===== config.mk =====
export PLATFORM = sky130hd
export DESIGN_NAME = dns_query_to_a_answer_rewriter
export DESIGN_NICKNAME = d
export VERILOG_FILES = /design/src/rtl/dqa_pkg.sv /design/src/rtl/dqa_front.sv /design/src/rtl/dqa_queue.sv /design/src/rtl/dqa_back.sv /design/src/rtl/dns_query_to_a_answer_rewriter.sv
export SDC_FILE = /design/constraint.sdc
export NUM_CORES = 1
export LEC_CHECK = 0
export ABC_AREA = 1
export ABC_CLOCK_PERIOD_IN_PS = 10200
export BUFFER_PORTS_ARGS = -buffer_cell sky130_fd_sc_hd__buf_2
export CAP_MARGIN = 25
export CORE_MARGIN = 8
export CORE_UTILIZATION = 62
export CTS_BUF_LIST = sky130_fd_sc_hd__clkbuf_16
export DETAILED_ROUTE_END_ITERATION = 10
export PLACE_DENSITY_LB_ADDON = 0.12
export SLEW_MARGIN = 25
export SYNTH_ARGS = -nofsm -noshare
export SYNTH_HDL_FRONTEND = slang
export SYNTH_SLANG_ARGS = --single-unit

===== constraint.sdc =====
create_clock -name clk -period 10.2 [get_ports clk]
set_input_delay 1.02 -clock clk [delete_from_list [all_inputs] [get_ports clk]]
set_output_delay 1.02 -clock clk [all_outputs]
set_load 0.005 [all_outputs]

===== src/rtl/dqa_pkg.sv =====
package dqa_pkg;

  localparam int HDR_LEN     = 12;
  localparam int QUEUE_DEPTH = 4;

  localparam logic [7:0] QR_MASK      = 8'h80;
  localparam logic [7:0] RCODE_KEEP   = 8'hf0;
  localparam logic [7:0] RCODE_NOTIMP = 8'h04;

  // Result count minus one for each kind of command.
  localparam logic [4:0] LAST_HDR_ONLY = 5'd11;
  localparam logic [4:0] LAST_HDR_ANS  = 5'd27;
  localparam logic [4:0] LAST_DATA_ANS = 5'd16;
  localparam logic [4:0] LAST_SINGLE   = 5'd0;

  typedef enum logic [1:0] {
    CMD_DROP,
    CMD_HEADER,
    CMD_DATA
  } cmd_kind_t;

  typedef struct packed {
    cmd_kind_t                   kind;
    logic [HDR_LEN-1:0][7:0]     hdr;
    logic [7:0]                  data;
    logic                        last;
    logic                        answer;
    logic [31:0]                 ip;
  } cmd_t;

  // Fixed part of the A answer: name pointer, type, class, TTL and length.
  function automatic logic [7:0] answer_head(input logic [3:0] idx);
    logic [7:0] val;
    unique case (idx)
      4'd0:    val = 8'hc0;
      4'd1:    val = 8'h0c;
      4'd2:    val = 8'h00;
      4'd3:    val = 8'h01;
      4'd4:    val = 8'h00;
      4'd5:    val = 8'h01;
      4'd6:    val = 8'h00;
      4'd7:    val = 8'h01;
      4'd8:    val = 8'h51;
      4'd9:    val = 8'h80;
      4'd10:   val = 8'h00;
      4'd11:   val = 8'h04;
      default: val = 8'h00;
    endcase
    return val;
  endfunction

endpackage


===== src/rtl/dqa_front.sv =====
module dqa_front import dqa_pkg::*; (
  input  logic        clk,
  input  logic        rst,
  input  logic        accept,
  input  logic [7:0]  in_byte,
  input  logic        in_last,
  input  logic [31:0] answer_ip,
  output logic        cmd_valid,
  output cmd_t        cmd
);

  logic [7:0] hdr [HDR_LEN];
  logic [3:0] pos, pos_next;
  logic       notq, notq_next;
  logic       pending, pending_next;
  logic [HDR_LEN-1:0][7:0] hdr_out;

  // The finished header as it leaves: QR set, then either the answer count's
  // low byte bumped and an answer promised, or rcode set to not implemented.
  always_comb begin
    for (int i = 0; i < HDR_LEN - 1; i++) begin
      hdr_out[i] = hdr[i];
    end
    hdr_out[HDR_LEN-1] = in_byte;
    hdr_out[2] = hdr[2] | QR_MASK;
    if (in_byte == 8'h00) begin
      hdr_out[7] = hdr[7] + 8'd1;
    end else begin
      hdr_out[3] = (hdr[3] & RCODE_KEEP) | RCODE_NOTIMP;
    end
  end

  always_comb begin
    pos_next     = pos;
    notq_next    = notq;
    pending_next = pending;
    cmd_valid    = 1'b0;
    cmd.kind     = CMD_DROP;
    cmd.hdr      = hdr_out;
    cmd.data     = in_byte;
    cmd.last     = in_last;
    cmd.answer   = pending;
    cmd.ip       = answer_ip;
    if (accept) begin
      if (pos < 4'(HDR_LEN - 1)) begin
        pos_next = pos + 4'd1;
        if (pos == 4'd2 && in_byte[7]) begin
          notq_next = 1'b1;
        end
        if (in_last) begin
          cmd_valid = 1'b1;
          cmd.kind  = CMD_DROP;
        end
      end else if (pos == 4'(HDR_LEN - 1)) begin
        pos_next = 4'(HDR_LEN);
        if (notq) begin
          cmd_valid = in_last;
          cmd.kind  = CMD_DROP;
        end else begin
          cmd_valid    = 1'b1;
          cmd.kind     = CMD_HEADER;
          cmd.answer   = (in_byte == 8'h00);
          pending_next = (in_byte == 8'h00);
        end
      end else begin
        if (notq) begin
          cmd_valid = in_last;
          cmd.kind  = CMD_DROP;
        end else begin
          cmd_valid = 1'b1;
          cmd.kind  = CMD_DATA;
        end
      end
      if (in_last) begin
        pos_next     = 4'd0;
        notq_next    = 1'b0;
        pending_next = 1'b0;
      end
    end
  end

  always_ff @(posedge clk) begin
    if (rst) begin
      pos     <= 4'd0;
      notq    <= 1'b0;
      pending <= 1'b0;
    end else begin
      pos     <= pos_next;
      notq    <= notq_next;
      pending <= pending_next;
    end
  end

  always_ff @(posedge clk) begin
    if (accept && pos < 4'(HDR_LEN - 1)) begin
      hdr[pos] <= in_byte;
    end
  end

endmodule


===== src/rtl/dqa_queue.sv =====
module dqa_queue import dqa_pkg::*; #(
  parameter int Depth = QUEUE_DEPTH
) (
  input  logic clk,
  input  logic rst,
  input  logic wr_en,
  input  cmd_t wr_cmd,
  output logic full,
  input  logic rd_en,
  output logic rd_valid,
  output cmd_t rd_cmd
);

  localparam int PtrW = (Depth > 1) ? $clog2(Depth) : 1;
  localparam int CntW = $clog2(Depth + 1);

  cmd_t            entries [Depth];
  logic [PtrW-1:0] wr_ptr, rd_ptr;
  logic [CntW-1:0] count;

  assign full     = (count == CntW'(Depth));
  assign rd_valid = (count != '0);
  assign rd_cmd   = entries[rd_ptr];

  always_ff @(posedge clk) begin
    if (rst) begin
      wr_ptr <= '0;
      rd_ptr <= '0;
      count  <= '0;
    end else begin
      if (wr_en) begin
        wr_ptr <= (wr_ptr == PtrW'(Depth - 1)) ? '0 : wr_ptr + PtrW'(1);
      end
      if (rd_en) begin
        rd_ptr <= (rd_ptr == PtrW'(Depth - 1)) ? '0 : rd_ptr + PtrW'(1);
      end
      unique case ({wr_en, rd_en})
        2'b10:   count <= count + CntW'(1);
        2'b01:   count <= count - CntW'(1);
        default: count <= count;
      endcase
    end
  end

  always_ff @(posedge clk) begin
    if (wr_en) begin
      entries[wr_ptr] <= wr_cmd;
    end
  end

endmodule


===== src/rtl/dqa_back.sv =====
module dqa_back import dqa_pkg::*; (
  input  logic       clk,
  input  logic       rst,
  input  logic       cmd_valid,
  input  cmd_t       cmd,
  output logic       cmd_pop,
  output logic [7:0] out_byte,
  output logic       out_last,
  output logic       dropped,
  output logic       empty,
  input  logic       pop
);

  logic [4:0] cnt;
  logic [4:0] last_idx;
  logic [4:0] ans_idx;
  logic [7:0] ans_byte;
  logic [7:0] nxt_byte;
  logic       out_valid;
  logic       fire;

  always_comb begin
    unique case (cmd.kind)
      CMD_HEADER: begin
        last_idx = (cmd.last && cmd.answer) ? LAST_HDR_ANS : LAST_HDR_ONLY;
        ans_idx  = cnt - 5'(HDR_LEN);
      end
      CMD_DATA: begin
        last_idx = (cmd.last && cmd.answer) ? LAST_DATA_ANS : LAST_SINGLE;
        ans_idx  = cnt - 5'd1;
      end
      default: begin
        last_idx = LAST_SINGLE;
        ans_idx  = cnt;
      end
    endcase
  end

  // The answer ends with the address, most significant byte first.
  always_comb begin
    if (ans_idx[3:0] < 4'(HDR_LEN)) begin
      ans_byte = answer_head(ans_idx[3:0]);
    end else begin
      unique case (ans_idx[1:0])
        2'd0:    ans_byte = cmd.ip[31:24];
        2'd1:    ans_byte = cmd.ip[23:16];
        2'd2:    ans_byte = cmd.ip[15:8];
        default: ans_byte = cmd.ip[7:0];
      endcase
    end
  end

  always_comb begin
    unique case (cmd.kind)
      CMD_HEADER: nxt_byte = (cnt < 5'(HDR_LEN)) ? cmd.hdr[cnt[3:0]] : ans_byte;
      CMD_DATA:   nxt_byte = (cnt == 5'd0) ? cmd.data : ans_byte;
      default:    nxt_byte = 8'h00;
    endcase
  end

  assign fire    = cmd_valid && (!out_valid || pop);
  assign cmd_pop = fire && (cnt == last_idx);
  assign empty   = !out_valid;

  always_ff @(posedge clk) begin
    if (rst) begin
      out_valid <= 1'b0;
      cnt       <= 5'd0;
    end else begin
      if (fire) begin
        out_valid <= 1'b1;
        cnt       <= cmd_pop ? 5'd0 : cnt + 5'd1;
      end else if (pop) begin
        out_valid <= 1'b0;
      end
    end
  end

  always_ff @(posedge clk) begin
    if (fire) begin
      out_byte <= nxt_byte;
      out_last <= cmd.last && (cnt == last_idx);
      dropped  <= (cmd.kind == CMD_DROP);
    end
  end

endmodule


===== src/rtl/dns_query_to_a_answer_rewriter.sv =====
// Rewrites a DNS query, taken one byte per request, into an A-record response.
// Input channel: push/full with in_byte, in_last and answer_ip (answer_ip is
// used with the final byte). Result channel: empty/pop with out_byte,
// out_last and dropped; out_last marks the final result of a datagram.
// A datagram that ends before its twelfth byte, or whose QR bit is already
// set, gives one result with dropped and out_last high and out_byte zero.
// The front classifies each byte; the first eleven header bytes give no result
// until byte twelve, which sends the whole rewritten header as one command.
// A queue of QueueDepth commands feeds the back, which emits one result byte
// per cycle while the receiver pops: 12 for the header, 1 per later byte, 16
// for the answer. From an empty queue and output register, a released command
// passes through the queue, then the output register, to the first result.
// Throughput: one byte per cycle while the queue has room; the back emits
// n + 16 result bytes for an answered datagram of n bytes, so full rises during
// the header and answer bursts. A stalled receiver holds the output register,
// the queue then fills and full stops the sender; nothing is lost.
// Reset clears the queue, the output register and the datagram position.
module dns_query_to_a_answer_rewriter import dqa_pkg::*; #(
  parameter int QueueDepth = QUEUE_DEPTH
) (
  input  logic        clk,
  input  logic        rst,
  input  logic        push,
  output logic        full,
  input  logic [7:0]  in_byte,
  input  logic        in_last,
  input  logic [31:0] answer_ip,
  output logic        empty,
  input  logic        pop,
  output logic [7:0]  out_byte,
  output logic        out_last,
  output logic        dropped
);

  logic accept;
  logic fr_valid;
  cmd_t fr_cmd;
  logic q_valid;
  cmd_t q_cmd;
  logic q_pop;

  assign accept = push && !full;

  dqa_front u_front (
    .clk       (clk),
    .rst       (rst),
    .accept    (accept),
    .in_byte   (in_byte),
    .in_last   (in_last),
    .answer_ip (answer_ip),
    .cmd_valid (fr_valid),
    .cmd       (fr_cmd)
  );

  dqa_queue #(
    .Depth (QueueDepth)
  ) u_queue (
    .clk      (clk),
    .rst      (rst),
    .wr_en    (fr_valid),
    .wr_cmd   (fr_cmd),
    .full     (full),
    .rd_en    (q_pop),
    .rd_valid (q_valid),
    .rd_cmd   (q_cmd)
  );

  dqa_back u_back (
    .clk       (clk),
    .rst       (rst),
    .cmd_valid (q_valid),
    .cmd       (q_cmd),
    .cmd_pop   (q_pop),
    .out_byte  (out_byte),
    .out_last  (out_last),
    .dropped   (dropped),
    .empty     (empty),
    .pop       (pop)
  );

  a_reset_empty: assert property (@(posedge clk) rst |=> empty)
    else $error("result visible right after reset");

  a_drop_shape: assert property (@(posedge clk) disable iff (rst)
    (!empty && dropped) |-> (out_last && out_byte == 8'h00))
    else $error("drop result is not a single zero final byte");

  a_full_has_work: assert property (@(posedge clk) disable iff (rst)
    full |-> q_valid)
    else $error("queue reports full while holding no command");

  a_queue_drains: assert property (@(posedge clk) disable iff (rst)
    (q_valid && empty) |=> !empty)
    else $error("waiting command was not moved to the output");

endmodule


; Word level (Yosys, flattened, before mapping)
; Memory sizes are Yosys's and may differ from the RTL's. A register that Yosys moved wholly into a read port is not among the register bits.
; Cells that the tools add are included.
[classes]
n_reduce_logical = 22
n_addsub = 9
eq_ne = 12
n_mux = 45
magnitude_cmp = 4
[ops]
columns = operator, count
row1 = $mux 8, 5
row2 = $bmux 8 s4, 1
row3 = $pmux 8 s3, 1
row4 = $mux 1, 19
row5 = $mux 2, 8
row6 = $mux 4, 4
row7 = $pmux 8 s2, 1
row8 = $mux 5, 3
row9 = $eq 2x2->1 const B, 5
row10 = $pmux 5 s2, 1
row11 = $add 8x1->8 const B, 1
row12 = $logic_not 8->1, 1
row13 = $lt 4x4->1 const B, 2
row14 = $pmux 4 s2, 1
row15 = $reduce_bool 2->1, 4
row16 = $logic_and 1x1->1, 7
row17 = $eq 2x1->1 const B, 3
row18 = $pmux 3 s2, 1
row19 = $reduce_bool 3->1, 2
row20 = $add 5x1->5 const B, 1
row21 = $eq 5x5->1, 1
row22 = $logic_not 5->1, 1
row23 = $lt 4x5->1 const B, 1
row24 = $lt 5x4->1 const B, 1
row25 = other kinds (14), 17
[totals]
out_inout_bits = 12
input_bits = 45
mem_bits_rw = 652
regBits = 29
word_cells = 106
mem_count = 3
rom_bits = 96
[mem_list]
columns = name, depth, width, read_ports, rd_clocked_by_memory_dff, wr, line_no
row1 = u_queue.entries, 4, 139, 1, 1, 1, dqa_queue.sv:17  ; cmd_t entries [Depth];
row2 = (no name shown), 16, 6, 1, 0, 0, dqa_pkg.sv:34  ; unique case (idx)
row3 = u_front.hdr, 12, 8, 11, 0, 1, dqa_front.sv:12  ; logic [7:0] hdr [HDR_LEN];

; Depth between registers and ports, before layout
[depth]
depth_word = 7
mapped_depth = 24
mapped_depth_nobuf = 19

; By module
; From an unflattened synthesis, not the netlist that was laid out.
[hier_totals]
hier_cells = 2170
hier_area_um2 = 27602.7
[modules_own_cells]
columns = module, cells_each, seq_area_each_um2, n_inst, area_per_inst_um2
row1 = dqa_queue, 1414, 16996.3, 1, 21194.1
row2 = dqa_front, 293, 2732.6, 1, 3857.4
row3 = dqa_back, 461, 420.4, 1, 2541.2
row4 = dns_query_to_a_answer_rewriter, 2, 0.0, 1, 10.0

; Worst setup path after synthesis
; No wires, ideal clock.
[synth_path]
kind = input to register
startpoint = input port push
endpoint = memory u_queue.entries[0][0] (netlist bit), enable pin
setup_ns = 0.623
slack_ns = 2.292
arrival_time_ns = 7.285
n_path_buf = 0
cell_stages = 6
required_ns = 9.577
cell_sequence = inv_1 nor2_1 inv_1 nor3_1 nor3_4 nor2_1
[synth_via]
elab_chain_cells = 4
[synth_lines]
columns = item, line_no
row1 = "start, declared", dns_query_to_a_answer_rewriter.sv:23  ; input logic push,
row2 = $logic_and 1x1->1, dns_query_to_a_answer_rewriter.sv:42  ; assign accept = push && !full;
row3 = $mux 1, dqa_front.sv:44  ; if (accept) begin
row4 = $mux 1, dqa_queue.sv:46  ; if (wr_en) begin
row5 = $mux 1 (implied by the code), dqa_queue.sv:47  ; entries[wr_ptr] <= wr_cmd;
row6 = "end, declared", dqa_queue.sv:17
; No other way between the ends.

==> results.ini <==
[floorplanning]
io_pins = 57
initial_core_util = 0.6255
die_w_microns = 221.3
dieArea_sq_um = 48960
placement_row_count = 75
core_area_sq_um = 41760
die_height_microns = 221.3

[yosys]
yosysSeqAreaShare = 0.7300
synth.net_count = 2267
synthArstFlopShare = 0
syn_avg_cell_area_sq_um = 11.87
synth_enable_flop_cells = 621
synth_compound_gate_area_share = 0.03933
synth-adder-area-share = 0.01083
netlist-cell-type-count = 45
ys_ff_latch = 642
ys_dominant_reg_cell = sky130_fd_sc_hd__edfxtp_1
synth_xor_area_frac = 0.003018
post_synth_instance_area_sq_um = 26120
yosys_warnings = 0
netlist_instances = 2200
synth_top_family_by_area = simple AND/OR/NAND/NOR gates
mux_share_of_post_synthesis_cell_area = 0
yosys.area_share.simple = 0.1805

[setup_path]
critical_path_peak_fanout = 61
reg2reg_depth = 16
end_kind = register
startpoint_type = register
crit_end = u_queue.count[2]
worst_setup_path_class = reg2reg
critical_path_required_ps = 10700
reg2reg_to = u_queue.count[2]
register_to_register_setup_slack_ps = 5490
cp.arrival_ps = 5210

[route]
avgRoutedWirePerCell_microns = 21.17
drt-pass1-iter-count = 5
postRouteWirelength_mm = 60.00
drt_iter0_drc = 1598
drc_errors = 0
detail_route.vias_per_cell = 5.766
via_count = 16340
detail-route-antenna-nets = 0

[power]
cellPowerDensity_nw_per_um2 = 226.3
vdd_drop_max_mv = 0.1641
switching_power_w = 0.001939
power_frac_seq = 0.476
power.clock.fraction = 0.322
pwr-share-comb = 0.202
leakage_nw = 10.67
swShare = 0.2988
cellInternalPower_w = 0.004552

[outcome]
run_status = complete, no violations

[clock_tree]
clock_insertion_delay_worst_skew_ps = 620
cts_made_buffers = 61
cts_tree = yes
cts.root.buffer_cell = sky130_fd_sc_hd__clkbuf_16
cts-resized-gates = 0
post_cts_hold_buffer_count = 0
cts.path.max_buffers = 3
clkSlewWorstSetupHoldPaths_ps = 60
cts.sink_count = 642
cts-htree-levels = 2
post-cts-setup-buffers = 0

[timing]
worst_hold_slack_after_final_layout_ps = 484.0
timing.max_slew.rel_slack = 0.3114
worst_slew_pin_slew_ps = 1033
setup_viol = 0
period_minus_slack_ps = 4706
setup-tns-final_ps = 0
grt_setup_unrepaired = false
achievable-frequency_mhz = 212.5
final-max-slew-violation-count = 0
fin_crit_sh = 0.4614
report.final.hold_viol_count = 0
clock_skew_ps = 29.70

[hold_path]
hold_path.startpoint = u_front.hdr[2][0]
holdPathStages = 0
hold_path_class = reg2reg

[global_routing]
grt_antenna_before_repair = 0
gr-total-overflow = 0
wire_length_of_the_first_global_routing_pass_mm = 93.49
maximum_number_of_pins_on_one_net_before_global_route_repair = 168
first_global_vias = 16260
global_route.usage.total = 0.2449

[flow_run]
maximum_capacitance_violations = 0

[finish]
layout-area-overhead-vs-synth_pct = 9.805
nets = 2313
final_cell_mix = sky130_fd_sc_hd__nand2_1, sky130_fd_sc_hd__edfxtp_1, sky130_fd_sc_hd__nand3_1
antenna_cells = 0
layoutNonFillerInstCount = 2834
final.fill_count = 2915
drive_gt1_frac = 0.09237
layout.cells.most_common = sky130_fd_sc_hd__nand2_1

[placed_design]
placed_cells = 2722
io_buffers = 56
routabilityCongestion = 0.8770
dp_hpwl_mm = 33.84

## state kept, by name (all words and copies together) (netlist names), named ones only
signal,flops
u_front.pos,4
u_back.out_valid,1
u_front.pending,1
u_queue.rd_ptr,2
u_queue.entries,524
u_back.out_byte,8
u_front.hdr,87
u_back.cnt,5
u_queue.count,3
u_back.out_last,1
u_front.notq,1
u_back.dropped,1
u_queue.wr_ptr,2
## stage by stage
stage                     utilization  setup WS [ps]  area, sq um  total power, W
final                          0.6869           5494        28680        0.006491
after global routing           0.6869           5130        28680        0.006776
after CTS                      0.6865           5521        28670        0.006521
after detailed placement       0.6422           5390        26820        0.004454
after global placement         0.6420           5486        26810        0.004428
after floorplan                     -           2292        26120        0.004037
## metal layers
layer | vias to the layer above | wire, microns | global-route usage
li1 | 7709 | - | -
met1 | 7914 | 24810 | 0.3259
met2 | 591 | 28720 | 0.4052
met3 | 127 | 4488 | 0.04153
met4 | 0 | 1988 | 0.09040
met5 | - | 0 | 0
## power groups by stage
stage	logic (W)	clock network (W)	registers, W
floorplan	0.000908	0	0.00313
detailed placement	0.00131	0	0.00315
finish	0.00131	0.00209	0.00309
global route	0.00146	0.00221	0.00310
global placement	0.00128	0	0.00314
CTS	0.00131	0.00212	0.00309
## cell type report
class,count,area (sq um),share of cell area
Tap cell,539,674.4,0.02351
Clock inverter,50,299.0,0.01043
Inverter,105,409.1,0.01426
Timing Repair Buffer,85,529.3,0.01845
Multi-Input combinational cell,1351,6143,0.2142
Sequential cell,642,19080,0.6651
Clock buffer,62,1551,0.05409
## cells in the mapped netlist (2+ instances only)
cell type	count	area (sq um)
sky130_fd_sc_hd__nand2_1	700	2628
sky130_fd_sc_hd__edfxtp_1	621	18650
sky130_fd_sc_hd__nand3_1	222	1111
sky130_fd_sc_hd__nor2_1	163	611.8
sky130_fd_sc_hd__o21ai_0	89	445.4
sky130_fd_sc_hd__inv_1	88	330.3
sky130_fd_sc_hd__buf_2	60	300.3
sky130_fd_sc_hd__a21oi_1	59	295.3
sky130_fd_sc_hd__dfxtp_1	21	420.4
sky130_fd_sc_hd__ha_1	21	262.8
sky130_fd_sc_hd__clkbuf_1	19	71.32
sky130_fd_sc_hd__nand4_1	17	106.4
sky130_fd_sc_hd__inv_2	13	48.80
sky130_fd_sc_hd__buf_4	12	90.09
sky130_fd_sc_hd__nor3_1	12	60.06
sky130_fd_sc_hd__o211ai_1	9	67.56
sky130_fd_sc_hd__o21ai_1	9	45.04
sky130_fd_sc_hd__o22ai_1	8	50.05
sky130_fd_sc_hd__buf_6	6	67.56
sky130_fd_sc_hd__xor2_1	6	52.55
sky130_fd_sc_hd__buf_1	5	18.77
sky130_fd_sc_hd__nand2_2	4	25.02
sky130_fd_sc_hd__inv_4	3	18.77
sky130_fd_sc_hd__nand2_4	3	33.78
sky130_fd_sc_hd__nor2_4	3	33.78
sky130_fd_sc_hd__xnor2_1	3	26.28
sky130_fd_sc_hd__a211oi_1	2	15.01
sky130_fd_sc_hd__a21oi_2	2	17.52
sky130_fd_sc_hd__a22o_1	2	17.52
sky130_fd_sc_hd__a32oi_1	2	17.52
sky130_fd_sc_hd__nor2_8	2	40.04
## cells by family (layout without fill, tap and decap cells)
logic type                 after synthesis  count (layout)
AOI/OAI and AO/OA                      187             187
xor gates and xnor gates                 9               9
adders and majority gates               22              22
buffers and inverters                  207             302
DFF                                    642             642
and+or+nand+nor                       1133            1133
## critical path, cell delays in order (launching register included)
cell and delay, ps:
sky130_fd_sc_hd__dfxtp_4 900, sky130_fd_sc_hd__inv_4 480, sky130_fd_sc_hd__a21oi_1 250, sky130_fd_sc_hd__a32oi_1 100
sky130_fd_sc_hd__inv_1 150, sky130_fd_sc_hd__ha_1 430, sky130_fd_sc_hd__ha_1 310, sky130_fd_sc_hd__nor4_1 440
sky130_fd_sc_hd__nand4_2 280, sky130_fd_sc_hd__inv_2 140, sky130_fd_sc_hd__ha_1 150, sky130_fd_sc_hd__inv_1 70
sky130_fd_sc_hd__fa_1 370, sky130_fd_sc_hd__a21oi_1 140, sky130_fd_sc_hd__o21ai_0 110, sky130_fd_sc_hd__o21ai_0 170
sky130_fd_sc_hd__a21oi_1 60
## worst min-delay path by stage
stage | to | slack [ps]
2_1_floorplan | u_front.pending | 440
3_3_place_gp | u_front.pending | 450
3_5_place_dp | u_front.pending | 470
4_1_cts | u_front.pending | 480
5_1_grt | u_queue.entries[0][113] | 490
6_report | u_queue.entries[3][58] | 480
Power figures use the tool's default switching activity.
